### src/hdl/fadd_pkg.sv
// Package for the float adder with integer conversion.
// Shared types, constants and a helper function; no dependencies.
package fadd_pkg;

	localparam int WordW = 32;
	localparam int MantW = 27;   // signed aligned mantissa
	localparam int SumW  = 28;   // sum of two aligned mantissas
	localparam int ExpW  = 8;

	localparam logic [31:0] SignBit    = 32'h8000_0000;
	localparam logic [22:0] FracMask   = 23'h7F_FFFF;
	localparam logic [7:0]  IntExp     = 8'd150;
	localparam logic [4:0]  MaxShift   = 5'd31;
	localparam logic [23:0] IntMask    = 24'hFF_FFFF;

	// Classified item handed from front to back
	typedef struct packed {
		logic signed [MantW-1:0] xa;
		logic signed [MantW-1:0] ya;
		logic [ExpW-1:0]         e0;
		logic                    floor_mode;
		logic                    x_zero;
		logic                    y_zero;
		logic                    is_int;
		logic [WordW-1:0]        x_word;
		logic [WordW-1:0]        y_word;
	} fadd_item_t;

	// Arithmetic right shift that saturates at 31 places
	function automatic logic signed [MantW-1:0] asr_sat(
		input logic signed [MantW-1:0] v, input logic [7:0] s);
		logic [4:0] sh;
		begin
			sh = (s > 8'(MaxShift)) ? MaxShift : s[4:0];
			asr_sat = v >>> sh;
		end
	endfunction

endpackage

### src/hdl/fadd_front.sv
// Front end: accepts a transaction, unpacks and aligns the operands.
// Depends on fadd_pkg.
module fadd_front (
	input  logic                 clk,
	input  logic                 arst_n,
	input  logic                 in_valid,
	output logic                 in_ready,
	input  logic [31:0]          x_operand,
	input  logic [31:0]          y_operand,
	input  logic [1:0]           req_type,
	output logic                 item_valid,
	input  logic                 item_ready,
	output fadd_pkg::fadd_item_t item
);
	logic                              is_int, floor_mode;
	logic [7:0]                        xe, ye;
	logic signed [fadd_pkg::MantW-1:0] xm, ym, xmag, ymag;
	logic [23:0]                       iv;
	fadd_pkg::fadd_item_t              nxt;
	fadd_pkg::fadd_item_t              item_s1;
	logic                              valid_s1;

	// Unpack operands into signed mantissas
	always_comb begin
		is_int     = req_type[0];
		floor_mode = req_type[1];
		iv         = x_operand[23:0] & fadd_pkg::IntMask;
		xmag = fadd_pkg::MantW'({x_operand[22:0], 1'b0}) | (27'sd1 <<< 24);
		if (is_int) begin
			xe = fadd_pkg::IntExp;
			xm = {{2{iv[23]}}, iv, 1'b0};
		end else begin
			xe = x_operand[30:23];
			xm = x_operand[31] ? -xmag : xmag;
		end
		ye   = y_operand[30:23];
		ymag = fadd_pkg::MantW'({y_operand[22:0], 1'b0});
		if (!is_int && !floor_mode) ymag = ymag | (27'sd1 <<< 24);
		ym = y_operand[31] ? -ymag : ymag;
	end

	// Align to the larger exponent
	always_comb begin
		nxt = '0;
		nxt.xa = xm;
		nxt.ya = ym;
		if (ye > xe) begin
			nxt.e0 = ye;
			nxt.xa = fadd_pkg::asr_sat(xm, ye - xe);
		end else begin
			nxt.e0 = xe;
			nxt.ya = fadd_pkg::asr_sat(ym, xe - ye);
		end
		nxt.floor_mode = floor_mode;
		nxt.is_int     = is_int;
		nxt.x_zero     = (x_operand[30:0] == '0);
		nxt.y_zero     = (y_operand[30:0] == '0);
		nxt.x_word     = x_operand;
		nxt.y_word     = y_operand;
	end

	assign in_ready = !valid_s1 || item_ready;

	// Stage register
	always_ff @(posedge clk or negedge arst_n) begin
		if (!arst_n) begin
			valid_s1 <= 1'b0;
		end else if (in_ready) begin
			valid_s1 <= in_valid;
		end
	end

	always_ff @(posedge clk) begin
		if (in_ready && in_valid) begin
			item_s1 <= nxt;
		end
	end

	assign item_valid = valid_s1;
	assign item       = item_s1;

endmodule

### src/hdl/fadd_queue.sv
// Two-entry queue between front and back ends.
// Depends on fadd_pkg.
module fadd_queue (
	input  logic                 clk,
	input  logic                 arst_n,
	input  logic                 wr_valid,
	output logic                 wr_ready,
	input  fadd_pkg::fadd_item_t wr_item,
	output logic                 rd_valid,
	input  logic                 rd_ready,
	output fadd_pkg::fadd_item_t rd_item
);
	fadd_pkg::fadd_item_t mem_q [2];
	logic                 wptr_q, rptr_q;
	logic [1:0]           count_q;
	logic                 push, pop;

	assign wr_ready = (count_q != 2'd2);
	assign rd_valid = (count_q != 2'd0);
	assign push     = wr_valid && wr_ready;
	assign pop      = rd_valid && rd_ready;
	assign rd_item  = mem_q[rptr_q];

	// Pointers and fill count
	always_ff @(posedge clk or negedge arst_n) begin
		if (!arst_n) begin
			wptr_q  <= 1'b0;
			rptr_q  <= 1'b0;
			count_q <= 2'd0;
		end else begin
			if (push) wptr_q <= !wptr_q;
			if (pop) rptr_q <= !rptr_q;
			count_q <= count_q + 2'(push) - 2'(pop);
		end
	end

	always_ff @(posedge clk) begin
		if (push) begin
			mem_q[wptr_q] <= wr_item;
		end
	end

	// Queue never exceeds two entries
	assert property (@(posedge clk) disable iff (!arst_n) count_q != 2'd3)
		else $error("queue count out of range");
	// Full queue refuses writes
	assert property (@(posedge clk) disable iff (!arst_n) count_q == 2'd2 |-> !wr_ready)
		else $error("full queue ready");
	// Empty queue holds no valid output
	assert property (@(posedge clk) disable iff (!arst_n) count_q == 2'd0 |-> !rd_valid)
		else $error("empty queue valid");

endmodule

### src/hdl/fadd_back.sv
// Back end: adds, rounds, normalises and packs the result.
// Depends on fadd_pkg.
module fadd_back (
	input  logic                 clk,
	input  logic                 arst_n,
	input  logic                 item_valid,
	output logic                 item_ready,
	input  fadd_pkg::fadd_item_t item,
	output logic                 out_valid,
	input  logic                 out_ready,
	output logic [31:0]          result_word
);
	logic signed [fadd_pkg::SumW-1:0] sum;
	logic [fadd_pkg::SumW-1:0]        mag;
	logic [26:0]                      t3;
	logic [4:0]                       lz;
	logic signed [10:0]               e1;
	logic [31:0]                      fl, packed_w, r;
	logic                             found;
	logic                             valid_s2;
	logic [31:0]                      result_s2;

	// Sum, rounding and leading-zero normalisation
	always_comb begin
		sum   = fadd_pkg::SumW'(item.xa) + fadd_pkg::SumW'(item.ya);
		mag   = (sum < 0 ? -sum : sum) + 28'd1;
		e1    = 11'(item.e0) + 11'sd1;
		t3    = mag[27:1];
		lz    = 5'd0;
		found = 1'b0;
		if ((mag & 28'h3ff_fffc) != '0) begin
			for (int i = 0; i < 25; i++) begin
				if (!found && t3[24 - i]) begin
					found = 1'b1;
					lz    = 5'(i);
				end
			end
			if (!found) lz = 5'd25;
			t3 = t3 << lz;
			e1 = e1 - 11'(lz);
		end else begin
			t3 = t3 << 24;
			e1 = e1 - 11'sd24;
		end
		// only bits that land in the 32-bit word matter
		fl = 32'(sum >>> 1);
		packed_w = (sum < 0 ? fadd_pkg::SignBit : 32'd0)
			| (32'(e1[8:0]) << 23)
			| (32'(t3[23:1]) & 32'(fadd_pkg::FracMask));
		if (item.floor_mode) r = fl;
		else if (item.x_zero) r = item.is_int ? 32'd0 : item.y_word;
		else if (item.y_zero) r = item.x_word;
		else if ((t3[24:0] == '0) || e1 < 0) r = 32'd0;
		else r = packed_w;
	end

	assign item_ready = !valid_s2 || out_ready;

	// Output register
	always_ff @(posedge clk or negedge arst_n) begin
		if (!arst_n) begin
			valid_s2 <= 1'b0;
		end else if (item_ready) begin
			valid_s2 <= item_valid;
		end
	end

	always_ff @(posedge clk) begin
		if (item_ready && item_valid) begin
			result_s2 <= r;
		end
	end

	assign out_valid   = valid_s2;
	assign result_word = result_s2;

endmodule

### src/hdl/float_add_with_int_convert_top.sv
// Float adder with integer conversion modes.
// Channels: in (x_operand, y_operand, req_type) and out (result_word), each
// with valid and ready; a transaction moves when both are high.
// req_type bit 0 reads x as a 24-bit signed integer (int to float); bit 1
// returns the aligned sum halved as an integer (floor conversion);
// otherwise a plain single-precision add without NaN or infinity handling.
// Structure: a front end aligns operands into a register, a two-entry queue
// decouples it from the back end, which adds, normalises and registers.
// With no stall, an input transaction passes the front register, the queue
// and the back output register in that order before its result is valid.
// Throughput: one transaction per cycle while out_ready stays high; the front
// register and the back output register each hold one item, so the rate is set by them.
// Reset clears all valid flags; no result is pending afterwards.
// When the receiver stalls, the output register holds, the queue fills, and
// in_ready falls once the front register and the queue are all occupied.
// Depends on fadd_pkg, fadd_front, fadd_queue and fadd_back.
module float_add_with_int_convert_top (
	input  logic        clk,
	input  logic        arst_n,
	input  logic        in_valid,
	output logic        in_ready,
	input  logic [31:0] x_operand,
	input  logic [31:0] y_operand,
	input  logic [1:0]  req_type,
	output logic        out_valid,
	input  logic        out_ready,
	output logic [31:0] result_word
);
	logic                 f_valid, f_ready, b_valid, b_ready;
	fadd_pkg::fadd_item_t f_item, b_item;

	fadd_front u_front (
		.clk, .arst_n, .in_valid, .in_ready, .x_operand, .y_operand, .req_type,
		.item_valid(f_valid), .item_ready(f_ready), .item(f_item)
	);

	fadd_queue u_queue (
		.clk, .arst_n, .wr_valid(f_valid), .wr_ready(f_ready), .wr_item(f_item),
		.rd_valid(b_valid), .rd_ready(b_ready), .rd_item(b_item)
	);

	fadd_back u_back (
		.clk, .arst_n, .item_valid(b_valid), .item_ready(b_ready), .item(b_item),
		.out_valid, .out_ready, .result_word
	);

endmodule
### config.mk
export PLATFORM = sky130hd
export DESIGN_NAME = float_add_with_int_convert_top
export DESIGN_NICKNAME = d
export VERILOG_FILES = /design/src/hdl/fadd_pkg.sv /design/src/hdl/fadd_front.sv /design/src/hdl/fadd_queue.sv /design/src/hdl/fadd_back.sv /design/src/hdl/float_add_with_int_convert_top.sv
export SDC_FILE = /design/constraint.sdc
export NUM_CORES = 1
export LEC_CHECK = 0
export ABC_AREA = 1
export ABC_CLOCK_PERIOD_IN_PS = 8300
export BUFFER_PORTS_ARGS = -buffer_cell sky130_fd_sc_hd__buf_4
export CAP_MARGIN = 10
export CORE_UTILIZATION = 55
export DETAILED_ROUTE_END_ITERATION = 10
export PLACE_DENSITY = 0.72
export SLEW_MARGIN = 20
export SYNTH_ARGS = -nofsm -noshare
export SYNTH_HDL_FRONTEND = slang
export SYNTH_SLANG_ARGS = --single-unit
### constraint.sdc
create_clock -name clk -period 8.3 [get_ports clk]
set_input_delay 1.66 -clock clk [delete_from_list [all_inputs] [get_ports clk]]
set_output_delay 1.66 -clock clk [all_outputs]
set_load 0.05 [all_outputs]
==> metrics.txt <==
Initial Util=55.9%; Die W=220 µm; first-pass GRT wire length=122000 µm; Longest Clk Path Bufs=3; final worst path period share=95.1%; initial antenna violation count=1; Yosys reg bits=425; total gr overflow=0; vias in the first global route=20800; vias per inst=5.89; Tot GR Track Use=33.7%; Max-Cap Viols=0; Site Rows=79; Routed WL=82400 µm; Finished Layout Cells=3880; critical path endpoint category=flop; Skew-Pair Late Insertion Delay=0.56 ns; EDFF count, synth=419; ANT nets after route=0; I/O pins=104; outcome=finished, violations left; Die Area=48300 µm²; first drt pass iteration count=8; slew margin rel.=32.0%; Num CTS Buffers=42; core area=46700 µm²; largest net degree at the start of global routing=86; unrepaired setup endpoints after global routing=true; Syn Nets=3303; WL/cell=21.2 µm; sequential fraction of the synthesis area=48.8%; Worst Tran Pin Value=1.02 ns; Max Clk Rate=127 MHz; Fin. Hold Viols=0; Synth Flop Type=edfxtp_1; Worst Hold Class=reg -> reg; FILL cells=3976; async set or reset register ratio after synthesis=1.41%; Layout Skew=0.0159 ns; Fin Hold WS=0.445 ns; Area Growth Syn to Fin=11.1%; CP max stage delay=0.55 ns; Critical Path RT=8.68 ns; post-route cell area=29000 µm²; failing checks=DRC; Syn Inst Count=3174; final RePlAce weighted congestion=1.01; kind of start point of the critical path=flop; Sink Count=425; Cell Area, Synth=26100 µm²; CTS clk-pin slew, worst paths=0.06 ns; # nets final=3370; CP max-delay cell=dfrtp_4; DR iter-0 viols=2678; Critical Path Fanout Max=18; chip height=220 µm; setup_tns=0 ns; share of layout cells above drive strength 1=10.8%; Root Driver=clkbuf_16; dpl hpwl=63200 µm; DRC=14; max-slew violations=0; final setup fails=0; Setup CP Type=reg -> reg; Vias=22900; CTS tree=yes; port bufs=103; placed cell count=3798; H-tree lvl count=2; Final Critical Period=7.89 ns; dpl cell area=27400 µm²; Most Frequent Cell on Critical Path=nand2_1; number of diodes=0; Netlist cell types=62; Ys Warns=0; Crit path arrival time=8.27 ns; Synth Area per Inst=8.22 µm²
[layout make-up]
type	count	area (µm²)	area share, %
clock buffer	53	1090	3.77
clock inverter	23	241	0.833
inverter	298	1130	3.91
multi-input combinational	2329	11800	40.8
sequential	425	12700	43.9
tap	607	759	2.62
timing repair buffer	145	1180	4.09
[registers in the layout, indices dropped and copies added, names as in the netlist]
signal / count
u_queue.count_q: 2
u_queue.mem_q: 258
u_queue.wptr_q: 1
u_front.item: 129
u_back.out_valid: 1
u_front.item_valid: 1
u_back.result_word: 32
u_queue.rptr_q: 1
[cells in the mapped netlist (6+ instances only)]
master	n	area share, %
buf_2	12	0.23
dfrtp_1	6	0.58
nor3_1	31	0.59
inv_2	25	0.36
buf_1	11	0.16
o21ai_0	180	3.5
ha_1	55	2.6
a22oi_1	25	0.72
nand4_1	52	1.2
a31oi_1	21	0.50
o211ai_1	28	0.81
mux2i_1	26	1.0
nor2_2	19	0.46
nand3_1	233	4.5
clkinv_1	8	0.12
nand3_2	10	0.38
o21ai_1	27	0.52
xnor2_1	23	0.77
nand2_1	1069	15
nor2_1	231	3.3
edfxtp_1	419	48
clkbuf_1	85	1.2
a21oi_1	104	2.0
xor2_1	61	2.0
o31ai_1	22	0.63
or2_2	16	0.38
nand2_2	23	0.55
nor2_4	8	0.35
buf_4	7	0.20
o21bai_1	6	0.17
inv_1	264	3.8
[metal layers]
| metal | track usage, % | vias up | share of wire [%] |
|---|---|---|---|
| met4 | 13.5 | 0 | 4.4 |
| li1 | - | 10800 | - |
| met5 | 0 | - | 0 |
| met3 | 4.80 | 181 | 8.8 |
| met2 | 51.3 | 1151 | 44 |
| met1 | 48.5 | 10700 | 43 |
[placed cells by master, fill, tap and decap left out, types with 7 or more instances in the layout]
cell / netlist / final
nand3_1: 233 / 233
a22oi_1: 25 / 25
clkbuf_16: 0 / 44
xnor2_1: 23 / 23
o31ai_1: 22 / 22
nand3_2: 10 / 10
ha_1: 55 / 48
nand2_1: 1069 / 1059
clkinv_1: 8 / 19
or2_2: 16 / 16
o211ai_1: 28 / 28
ha_2: 0 / 7
inv_2: 25 / 26
inv_1: 264 / 261
mux2i_1: 26 / 26
edfxtp_1: 419 / 419
clkbuf_1: 85 / 11
nand2_2: 23 / 32
nand4_1: 52 / 52
o21ai_0: 180 / 178
o21ai_1: 27 / 28
nor2_1: 231 / 224
a31oi_1: 21 / 21
nor2_4: 8 / 15
nor3_1: 31 / 30
buf_4: 7 / 138
xor2_1: 61 / 61
nor2_2: 19 / 19
a21oi_1: 104 / 98
[critical path: cells and delay by family, from the launching register on]
kind                     cells  cell delay, ns
AND/OR/NAND/NOR             34            3.99
adder cells (fa/ha/maj)      4            1.22
AO/OA/AOI/OAI                5            0.92
buffers and inverters        8            0.77
flip-flops                   1            0.55
XOR/XNOR                     1            0.21
[worst paths after layout]
check	start	endpoint	slack, ns	cells past startpoint
setup reg to reg	u_queue.rptr_q	u_back.result_word[1]	0.41	52
min in group asynchronous	arst_n	u_queue.rptr_q	0.93	1
hold / removal	u_front.item[15]	u_queue.mem_q[1][15]	0.44	0
setup / recovery	u_queue.rptr_q	u_back.result_word[1]	0.41	52
max in group asynchronous	arst_n	u_queue.rptr_q	7.20	1
hold reg to reg	u_front.item[15]	u_queue.mem_q[1][15]	0.44	0
[through the flow]
step / setup slack, ns / utilization [%]
6_report: 0.409 / 62.1
4_1_cts: 0.0697 / 61.6
3_5_place_dp: 0.120 / 58.8
5_1_grt: -0.0974 / 62.1
2_1_floorplan: 0.229 / -
3_3_place_gp: 0.0937 / 58.7
[what timing repair did]
action	in CTS	in global routing
buffers inserted	0	4
resized for setup	0	45
setup endpoints to repair	0	32
hold buffers	0	0
[logic make-up (layout without fill, tap and decap cells)]
group / after synthesis / after routing / synth area share [%]
AO/OA/AOI/OAI: 439 / 439 / 9.60
XOR/XNOR: 87 / 87 / 3.05
adder cells (fa/ha/maj): 59 / 59 / 2.94
buffers and inverters: 420 / 519 / 6.42
flip-flops: 425 / 425 / 48.8
multiplexers: 26 / 26 / 0.998
AND/OR/NAND/NOR: 1718 / 1718 / 28.2
Power is left out: the tool's default activity adds up to more than one toggle a clock period on the data nets, which glitch-free logic cannot reach.
